--- config.mk ---
export PLATFORM = sky130hd
export DESIGN_NAME = continued_fraction_period
export DESIGN_NICKNAME = d
export VERILOG_FILES = /design/src/rtl/cfp_pkg.sv /design/src/rtl/continued_fraction_period.sv
export SDC_FILE = /design/constraint.sdc
export NUM_CORES = 1
export LEC_CHECK = 0
export ABC_AREA = 1
export BUFFER_PORTS_ARGS = -buffer_cell sky130_fd_sc_hd__buf_2
export CAP_MARGIN = 15
export CORE_ASPECT_RATIO = 0.75
export CORE_MARGIN = 4
export CORE_UTILIZATION = 40
export CTS_BUF_LIST = sky130_fd_sc_hd__clkbuf_8
export DETAILED_ROUTE_END_ITERATION = 16
export PLACE_DENSITY_LB_ADDON = 0.2
export SLEW_MARGIN = 25
export SYNTH_ARGS = -nofsm -noshare
export SYNTH_HDL_FRONTEND = slang
export SYNTH_SLANG_ARGS = --single-unit
--- constraint.sdc ---
create_clock -name clk -period 3.47 [get_ports clk]
set_clock_uncertainty 0.1 [all_clocks]
set_input_delay 0.347 -clock clk [delete_from_list [all_inputs] [get_ports clk]]
set_output_delay 0.347 -clock clk [all_outputs]
set_load 0.01 [all_outputs]
--- src/rtl/cfp_pkg.sv ---
`timescale 1ns / 1ps
// Package for the continued fraction convergent denominator search.
// Holds the datapath width and derived counter width; no dependencies.
package cfp_pkg;

    // Datapath width of the expansion (inputs are cut or zero-extended to it)
    localparam int WIDTH = 32;

    // Bit counter of the shared divide/multiply loop
    localparam int CNT_W = (WIDTH > 1) ? $clog2(WIDTH) : 1;

endpackage

--- src/rtl/continued_fraction_period.sv ---
`timescale 1ns / 1ps
// A zero denominator goes straight to the result. Otherwise the block runs quotient steps until
// a denominator reaches the limit or the remainder is zero (at most about 1.44 * WIDTH + 2 steps).
// Each step runs the shared restoring-divide / shift-add-multiply loop over the WIDTH dividend
// bits, then adds the older denominator and compares against the limit. The block takes no new
// item until the last result has been taken.
// One item at a time: in_ready is high only while no item is being worked or held.
// Reset (rst_n low, asynchronous) returns to idle with no result pending.
//
// Continued fraction convergent denominator search: top level and only module.
// Depends on cfp_pkg.
module continued_fraction_period
    import cfp_pkg::*;
(
    input  logic        clk,
    input  logic        rst_n,
    input  logic        in_valid,
    output logic        in_ready,
    input  logic [31:0] frac_numerator,
    input  logic [31:0] frac_denominator,
    input  logic [31:0] limit,
    output logic        out_valid,
    input  logic        out_ready,
    output logic [31:0] period,
    output logic        valid_res
);

    typedef enum logic [1:0] {
        ST_IDLE,
        ST_DIV,
        ST_FINISH,
        ST_DONE
    } state_t;

    localparam logic [WIDTH-1:0] ALL_ONES = {WIDTH{1'b1}};
    localparam logic [CNT_W-1:0] CNT_LAST = CNT_W'(WIDTH - 1);

    state_t           state_reg, state_next;
    logic [WIDTH-1:0] rem_high_reg, rem_high_next;
    logic [WIDTH-1:0] rem_low_reg, rem_low_next;
    logic [WIDTH-1:0] denom_older_reg, denom_older_next;
    logic [WIDTH-1:0] denom_newer_reg, denom_newer_next;
    logic [WIDTH-1:0] part_rem_reg, part_rem_next;
    logic [WIDTH-1:0] prod_reg, prod_next;
    logic             sat_reg, sat_next;
    logic [WIDTH-1:0] lim_reg, lim_next;
    logic [WIDTH-1:0] best_reg, best_next;
    logic [CNT_W-1:0] cnt_reg, cnt_next;
    logic             out_valid_reg, out_valid_next;

    // Shared unit signals
    logic [WIDTH:0]   shifted;
    logic             q_bit;
    logic [WIDTH:0]   sub_res;
    logic [WIDTH+1:0] prod_sum;
    logic [WIDTH:0]   mac_sum;
    logic [WIDTH-1:0] k_val;
    logic [WIDTH-1:0] num_in;
    logic [WIDTH-1:0] den_in;

    assign num_in = WIDTH'(frac_numerator);
    assign den_in = WIDTH'(frac_denominator);

    // Restoring divide step: bring in the next dividend bit, subtract if it fits
    assign shifted = {part_rem_reg, rem_high_reg[WIDTH-1]};
    assign q_bit   = (shifted >= {1'b0, rem_low_reg});
    assign sub_res = shifted - {1'b0, rem_low_reg};

    // Shift-add multiply of the quotient by denom_newer, MSB first
    assign prod_sum = {1'b0, prod_reg, 1'b0}
                    + {2'b00, (q_bit ? denom_newer_reg : {WIDTH{1'b0}})};

    // Add the older denominator and saturate
    assign mac_sum = {1'b0, prod_reg} + {1'b0, denom_older_reg};
    assign k_val   = (sat_reg || mac_sum[WIDTH]) ? ALL_ONES : mac_sum[WIDTH-1:0];

    // Sequencer
    always_comb
    begin
        state_next       = state_reg;
        rem_high_next    = rem_high_reg;
        rem_low_next     = rem_low_reg;
        denom_older_next = denom_older_reg;
        denom_newer_next = denom_newer_reg;
        part_rem_next    = part_rem_reg;
        prod_next        = prod_reg;
        sat_next         = sat_reg;
        lim_next         = lim_reg;
        best_next        = best_reg;
        cnt_next         = cnt_reg;
        out_valid_next   = out_valid_reg;

        unique case (state_reg)
            ST_IDLE:
            begin
                if (in_valid)
                begin
                    rem_high_next    = num_in;
                    rem_low_next     = den_in;
                    denom_older_next = {{(WIDTH-1){1'b0}}, 1'b1};
                    denom_newer_next = '0;
                    lim_next         = WIDTH'(limit);
                    best_next        = '0;
                    part_rem_next    = '0;
                    prod_next        = '0;
                    sat_next         = 1'b0;
                    cnt_next         = CNT_LAST;
                    if (den_in == '0)
                    begin
                        out_valid_next = 1'b1;
                        state_next     = ST_DONE;
                    end
                    else
                    begin
                        state_next = ST_DIV;
                    end
                end
            end

            ST_DIV:
            begin
                rem_high_next = {rem_high_reg[WIDTH-2:0], 1'b0};
                part_rem_next = q_bit ? sub_res[WIDTH-1:0] : shifted[WIDTH-1:0];
                prod_next     = prod_sum[WIDTH-1:0];
                sat_next      = sat_reg || (prod_sum[WIDTH+1:WIDTH] != 2'b00);
                cnt_next      = cnt_reg - 1'b1;
                if (cnt_reg == '0)
                begin
                    state_next = ST_FINISH;
                end
            end

            ST_FINISH:
            begin
                // Advance the remainder pair and the denominator pair
                rem_high_next    = rem_low_reg;
                rem_low_next     = part_rem_reg;
                denom_older_next = denom_newer_reg;
                denom_newer_next = k_val;
                part_rem_next    = '0;
                prod_next        = '0;
                sat_next         = 1'b0;
                cnt_next         = CNT_LAST;
                if (k_val < lim_reg)
                begin
                    best_next = k_val;
                end
                if ((k_val >= lim_reg) || (part_rem_reg == '0))
                begin
                    out_valid_next = 1'b1;
                    state_next     = ST_DONE;
                end
                else
                begin
                    // Dividend is the old divisor: load it straight into the shifter
                    state_next = ST_DIV;
                end
            end

            ST_DONE:
            begin
                if (out_ready)
                begin
                    out_valid_next = 1'b0;
                    state_next     = ST_IDLE;
                end
            end

            default:
            begin
                state_next = ST_IDLE;
            end
        endcase
    end

    // Hold state and registered outputs
    always_ff @(posedge clk or negedge rst_n)
    begin
        if (!rst_n)
        begin
            state_reg       <= ST_IDLE;
            rem_high_reg    <= '0;
            rem_low_reg     <= '0;
            denom_older_reg <= {{(WIDTH-1){1'b0}}, 1'b1};
            denom_newer_reg <= '0;
            part_rem_reg    <= '0;
            prod_reg        <= '0;
            sat_reg         <= 1'b0;
            lim_reg         <= '0;
            best_reg        <= '0;
            cnt_reg         <= '0;
            out_valid_reg   <= 1'b0;
        end
        else
        begin
            state_reg       <= state_next;
            rem_high_reg    <= rem_high_next;
            rem_low_reg     <= rem_low_next;
            denom_older_reg <= denom_older_next;
            denom_newer_reg <= denom_newer_next;
            part_rem_reg    <= part_rem_next;
            prod_reg        <= prod_next;
            sat_reg         <= sat_next;
            lim_reg         <= lim_next;
            best_reg        <= best_next;
            cnt_reg         <= cnt_next;
            out_valid_reg   <= out_valid_next;
        end
    end

    assign in_ready  = (state_reg == ST_IDLE);
    assign out_valid = out_valid_reg;
    assign period    = 32'(best_reg);
    assign valid_res = (best_reg != '0);

    // Checks on the sequencer and the shared unit
    a_ready_excl: assert property (@(posedge clk) disable iff (!rst_n)
        in_ready |-> !out_valid)
        else $error("input ready while a result is held");

    a_div_nonzero: assert property (@(posedge clk) disable iff (!rst_n)
        (state_reg == ST_DIV) |-> (rem_low_reg != '0))
        else $error("divide step with zero divisor");

    a_rem_range: assert property (@(posedge clk) disable iff (!rst_n)
        (state_reg == ST_FINISH) |-> (part_rem_reg < rem_low_reg))
        else $error("partial remainder not below divisor");

    a_best_below: assert property (@(posedge clk) disable iff (!rst_n)
        (out_valid && valid_res) |-> (best_reg < lim_reg))
        else $error("reported denominator not below limit");

    a_done_entry: assert property (@(posedge clk) disable iff (!rst_n)
        $rose(out_valid) |-> (state_reg == ST_DONE) && !$past(in_ready && in_valid
            && (den_in != '0)))
        else $error("result raised without a finished expansion");

endmodule
==> impl_metrics.ini, run 1 <==
[worst_setup_path]
critPathRequiredTime_ns = 3.93
critPathMaxFanout = 7
cp-end-kind = flip-flop
criticalPathCategory = flip-flop to flip-flop
crit_top_cell = nand2_2
crit_slowest_cell = dfrtp_1
cp.arrival_ns = 4.31
cp-start-kind = flip-flop
cp_slowest_stage_delay_ns = 0.42

[clock_network]
clk_latency_ns = 0.65
cts_buffer_depth = 3
cts_max_level = 2
root_buffer = clkbuf_8
path_clk_slew_ns = 0.07
clock_sinks = 265
numCtsBuffers = 48
tritoncts = built

[logic_synthesis]
synth_cell_types = 54
synth_mux_area_frac = 0.000557
netlist_instances = 3015
netlist_area_um2 = 20200
synth_fa_ha_area_frac = 0.0853
synth_simple_gate_area_share = 0.323
syn_nets = 3251
synth_edf_count = 0
synth_top_family_by_area = simple AND/OR/NAND/NOR gates
synth_compound_area_frac = 0.130
ys_seq_elements = 265
ys_warn_count = 0
synth-main-ff-cell = dfrtp_1
synthArstFlopShare = 1.00
synth_area_per_cell_um2 = 6.70
synth_seq_area_share = 0.328
synthXorXnorAreaFrac = 0.0143

[sta]
fmax_mhz = 260
setup_slack_ns = -0.382
worstMarginPinSlew_ns = 1.02
slew_violations = 0
post-route-min-period_ns = 3.85
tns_ns = -13.42
rsz0062_at_grt = yes
hold_viol = 0
fin_crit_sh = 1.11
setup_viol = 54
slew_headroom = 0.317

[global_route]
grt_max_degree = 99
met3_usage = 0.0601
grt_use_met2 = 0.383
use_met1 = 0.434
grt_overflow_total = 0
grt_pass1_wl_mm = 119
antenna_found_initial = 0
grt_util_all_layers = 0.276
top_usage_layer = met1
grt_pass1_vias = 21820

[drt]
post_drt_wl_per_cell_um = 17.4
final_antenna_net_count = 0
avgViaCountPerCell = 5.07
initialDrtViolationCount = 2069
dr.pass1.iters = 7
vias = 22691
routed_wl_mm = 77.9
drt_drc_violations_left = 0

[final_layout]
synthToLayoutAreaGrowth_pct = 52.0
drive_above_1_share = 0.349
nets = 4013
postLayoutCoreUtil = 0.614
stdcell_count = 4472
antenna_cells = 0

[pwr]
power.switching_mw = 7.41
p_per_area_nw_per_um2 = 542
switching_share = 0.445
clockPowerShare = 0.196
seq_power_share = 0.238
comb_power_share = 0.566
peakVddDrop_mv = 0.693
power_mw = 16.6
leakagePower_nw = 16.5
internal_power_mw = 9.23

[place]
hpwl_mm = 55.7
place_ws_ns = -0.602
port_buffers = 134
place.gp.congestion = 0.985
post-place-cells = 4162

[die]
initial_core_util = 0.404
core_area_um2 = 50000
die_area_um2 = 54200
dieHeight_um = 203
row_count = 71
io-pin-count = 135
dieWidth_um = 268

[run_status]
violations = negative setup slack
status = finished, violations left

[hold_path]
worstHoldPathType = input port to flip-flop

[job]
max_cap_violations = 0
-- timing repair --
action | in CTS | in global routing
resized for setup | 384 | 312
setup endpoints to repair | 60 | 68
endpoints found under the hold margin | 182 | 0
setup buffers | 91 | 39
pin swaps | 135 | 179
hold buffers | 92 | 0
cloned | 8 | 0
-- power by group through the flow --
stage | sequential [mW] | clock [mW] | combinational (mW)
after floorplan | 3.92 | 0 | 4.49
after detailed placement | 3.98 | 0 | 7.34
after global routing | 4.01 | 3.48 | 10.2
after CTS | 3.95 | 3.34 | 8.90
final | 3.97 | 3.26 | 9.41
after global placement | 3.96 | 0 | 7.22
-- cell usage in the layout, fill, tap and decap left out, types with 66 or more instances in the layout --
| master | n |
|---|---|
| nand2_1 | 745 |
| buf_4 | 488 |
| inv_1 | 476 |
| dfrtp_1 | 264 |
| nor2_1 | 180 |
| o21ai_0 | 152 |
| nand3_1 | 148 |
| nand2_2 | 134 |
| buf_2 | 133 |
| a21oi_1 | 93 |
| dlygate4sd3_1 | 92 |
| ha_1 | 66 |
-- cells by family (layout without fill, tap and decap cells) --
kind of cell,after synthesis,count (layout)
buffers and inverters,597,1397
adders and majority gates,136,136
and+or+nand+nor,1509,1509
AOI/OAI and AO/OA,474,474
DFF,265,265
muxes,1,1
xor gates and xnor gates,33,33
-- routing by layer --
layer / wire length (µm) / vias to the layer above
li1: - / 11127
met1: 38500 / 10625
met2: 30900 / 824
met3: 6940 / 115
met4: 1630 / 0
met5: 0 / -
-- synthesized netlist by cell type, types with 3 or more instances --
cell / n / area share
or2_2: 7 / 0.0022
clkbuf_1: 42 / 0.0078
o211ai_1: 32 / 0.012
nand3b_1: 9 / 0.0033
nand2_2: 21 / 0.0065
inv_1: 500 / 0.093
dfrtp_1: 264 / 0.33
buf_1: 10 / 0.0019
nand3_1: 167 / 0.041
and2_1: 6 / 0.0019
o21bai_1: 16 / 0.0059
a21oi_1: 138 / 0.034
nand4_1: 39 / 0.012
nand2_1: 909 / 0.17
nor3_1: 22 / 0.0054
xor2_1: 16 / 0.0069
buf_6: 5 / 0.0028
nand3_4: 7 / 0.0061
nand2_4: 14 / 0.0078
nor2_2: 13 / 0.0040
o21ai_1: 51 / 0.013
o22ai_1: 31 / 0.0096
nor4_1: 15 / 0.0046
nand3_2: 16 / 0.0079
xnor2_1: 17 / 0.0074
a21o_1: 6 / 0.0022
inv_2: 7 / 0.0013
o31ai_1: 3 / 0.0011
a32o_1: 3 / 0.0015
o21ai_0: 176 / 0.044
fa_1: 3 / 0.0030
o21a_1: 8 / 0.0030
buf_4: 5 / 0.0019
ha_1: 133 / 0.082
nor2_1: 259 / 0.048
buf_2: 21 / 0.0052
-- layout make-up --
type	count	area [µm²]
multi-input combinational	2153	13800
fill	4369	19300
timing repair buffer	800	6490
inverter	509	1940
clock buffer	63	867
tap	657	822
clock inverter	25	178
sequential	265	6630
-- critical path, delay by kind of cell, from the launching register on --
kind                       cells  cell delay, ns
AOI/OAI and AO/OA              1            0.08
adders and majority gates      3            0.81
buffers and inverters          5            0.59
DFF                            1            0.42
and+or+nand+nor               19            1.75
-- stage by stage --
stage                     instance area (µm²)  hold slack, ns
after global routing                    30700          0.0635
after global placement                  24700           0.351
after CTS                               29200          0.0220
final                                   30700          0.0549
after detailed placement                24700           0.348
after floorplan                         20300         -0.0486
-- path summary, 6_finish.rpt --
| kind | startpoint | end | slack, ns | depth (start not counted) |
|---|---|---|---|---|
| max | prod_reg[0]$_DFFE_PN0P_ | period[12]$_DFFE_PN0P_ | -0.38 | 28 |
| min | frac_numerator[22] | rem_high_reg[22]$_DFFE_PN0P_ | 0.05 | 5 |
| max reg2reg | prod_reg[0]$_DFFE_PN0P_ | period[12]$_DFFE_PN0P_ | -0.38 | 28 |
| min reg2reg | out_valid$_DFFE_PN0P_ | out_valid$_DFFE_PN0P_ | 0.37 | 2 |
| max in group asynchronous | rst_n | rem_low_reg[29]$_DFFE_PN0P_ | 2.18 | 3 |
| min in group asynchronous | rst_n | cnt_reg[2]$_DFFE_PN0P_ | 0.22 | 2 |
Note: power is estimated with default switching activity, not from simulation.
==> inputs of run 2 (changes only) <==
==> constraint.sdc (replaced) <==
create_clock -name clk -period 3.47 [get_ports clk]
set_clock_uncertainty 0.1 [all_clocks]
set_input_delay 0.1735 -clock clk [delete_from_list [all_inputs] [get_ports clk]]
set_output_delay 0.1735 -clock clk [all_outputs]
set_load 0.01 [all_outputs]
==> run 2 against run 1 <==
Net effect:
- the flow still finishes with violations (negative setup slack)
- sequential cell count is the same
- final cell count down 0.31%
- combinational power is 2% lower
- critical path depth is the same
- utilization decreased by 0.63 points
- setup slack improved by 0.046 ns
- critical path type unchanged
- critical endpoint is now period[19]$_DFFE_PN0P_
- largest power group unchanged
==> impl_metrics.ini, run 2 (synthesized netlist as in run 1, its figures left out) <==
[clock_network]
clock_sinks = 265
clk_latency_ns = 0.65
numCtsBuffers = 48
path_clk_slew_ns = 0.06
cts_max_level = 2
tritoncts = built
cts_buffer_depth = 3
root_buffer = clkbuf_8

[place]
port_buffers = 134
post-place-cells = 4162
place.gp.congestion = 0.980
hpwl_mm = 56.0
place_ws_ns = -0.567
dpl-instance-area_um2 = 24700

[global_route]
grt_pass1_vias = 21711
grt_pass1_wl_mm = 119
grt_overflow_total = 0
grt_max_degree = 92
grt_util_all_layers = 0.276
antenna_found_initial = 0

[worst_setup_path]
cp_top_family = simple AND/OR/NAND/NOR gates
critPathMaxFanout = 6
cp_slowest_stage_delay_ns = 0.39
cp-end-kind = flip-flop
criticalPathCategory = flip-flop to flip-flop
cp.arrival_ns = 4.24
cp-start-kind = flip-flop
crit_slowest_cell = dfrtp_1
crit_buf_inv = 6
crit_top_cell = nand2_2
critPathRequiredTime_ns = 3.90

[drt]
final_antenna_net_count = 0
initialDrtViolationCount = 1910
dr.pass1.iters = 5
routed_wl_mm = 78.2
post_drt_wl_per_cell_um = 17.5
drt_drc_violations_left = 0
vias = 22704
avgViaCountPerCell = 5.09

[final_layout]
nets = 4001
fillCellCount = 4470
final_common_cell = nand2_1
postLayoutCoreUtil = 0.608
drive_above_1_share = 0.334
antenna_cells = 0
final_cell_mix = nand2_1, buf_4, inv_1, dfrtp_1, nor2_1
synthToLayoutAreaGrowth_pct = 50.4
final_area_um2 = 30400
stdcell_count = 4458

[sta]
hold_viol = 0
setup_slack_ns = -0.336
fmax_mhz = 263
slew_violations = 0
post-route-min-period_ns = 3.81
fin_crit_sh = 1.10
worstMarginPinSlew_ns = 1.04
slew_headroom = 0.306
rsz0062_at_grt = yes
tns_ns = -11.75
whs_ns = 0.0349
setup_viol = 53

[pwr]
leakagePower_nw = 16.3
p_per_area_nw_per_um2 = 536
peakVddDrop_mv = 0.641
power_mw = 16.3

[die]
dieHeight_um = 203
core_area_um2 = 50000
die_area_um2 = 54200
io-pin-count = 135
initial_core_util = 0.404
dieWidth_um = 268
row_count = 71

[run_status]
status = finished, violations left
violations = negative setup slack

[hold_path]
worstHoldPathType = input port to async pin

[job]
max_cap_violations = 0
[run 2: cell types whose count changed in the layout (fill, tap and decap cells not counted), sizes merged]
cell and delta:
bufinv -2, clkinv -2, nand2 +1, buf -23
inv +1, dlygate4sd3 +6, clkbuf +5
[run 2: path summary, 6_finish.rpt]
check                                      endpoint  slack (ns)                    start  cells past startpoint
min in group clk           state_reg[0]$_DFFE_PN0P_        0.12                 in_valid                      6
setup reg to reg             period[19]$_DFFE_PN0P_       -0.34  prod_reg[0]$_DFFE_PN0P_                     28
setup / recovery             period[19]$_DFFE_PN0P_       -0.34  prod_reg[0]$_DFFE_PN0P_                     28
hold / removal               cnt_reg[1]$_DFFE_PN0P_        0.03                    rst_n                      2
hold reg to reg               out_valid$_DFFE_PN0P_        0.37    out_valid$_DFFE_PN0P_                      2
max in group asynchronous   prod_reg[5]$_DFFE_PN0P_        2.29                    rst_n                      3
[run 2: worst register-to-register path: cells and delay by family (launching register included)]
| kind | cells | cell delay, ns |
|---|---|---|
| flops | 1 | 0.39 |
| compound gates | 1 | 0.05 |
| simple gates | 18 | 1.56 |
| buf+inv | 6 | 0.75 |
| fa+ha+maj | 3 | 0.84 |
[run 2: repair_timing]
| action | in CTS | in global routing |
|---|---|---|
| endpoints found under the setup margin | 62 | 62 |
| hold endpoints to repair | 260 | 0 |
| cloned | 6 | 6 |
| buffers inserted | 64 | 46 |
| resized for setup | 347 | 285 |
| hold buffers | 98 | 0 |
| pin swaps | 128 | 166 |
[run 2: final cells by class]
type                            instances  area [µm²]  share of cell area
Tap cell                              657         822              0.0270
Clock buffer                           64         881              0.0290
Inverter                              509        1930              0.0635
Clock inverter                         22         115             0.00379
Timing Repair Buffer                  787        6330               0.208
Sequential cell                       265        6640               0.218
Multi-Input combinational cell       2154       13700               0.450
[run 2: power by group]
part           internal [mW]  switching [mW]  leakage (nW)
sequential              3.73           0.236          3.47
combinational           3.63            5.59          12.2
clock                   1.65            1.47         0.565
total                   9.01            7.29          16.3
[run 2: per-layer routing]
metal | vias to the layer above | share of wire | GRT usage | wire length (µm)
li1 | 11092 | - | - | -
met1 | 10683 | 0.50 | 0.435 | 38900
met2 | 826 | 0.40 | 0.386 | 31200
met3 | 103 | 0.087 | 0.0572 | 6780
met4 | 0 | 0.017 | 0.0553 | 1360
met5 | - | 0 | 0 | 0
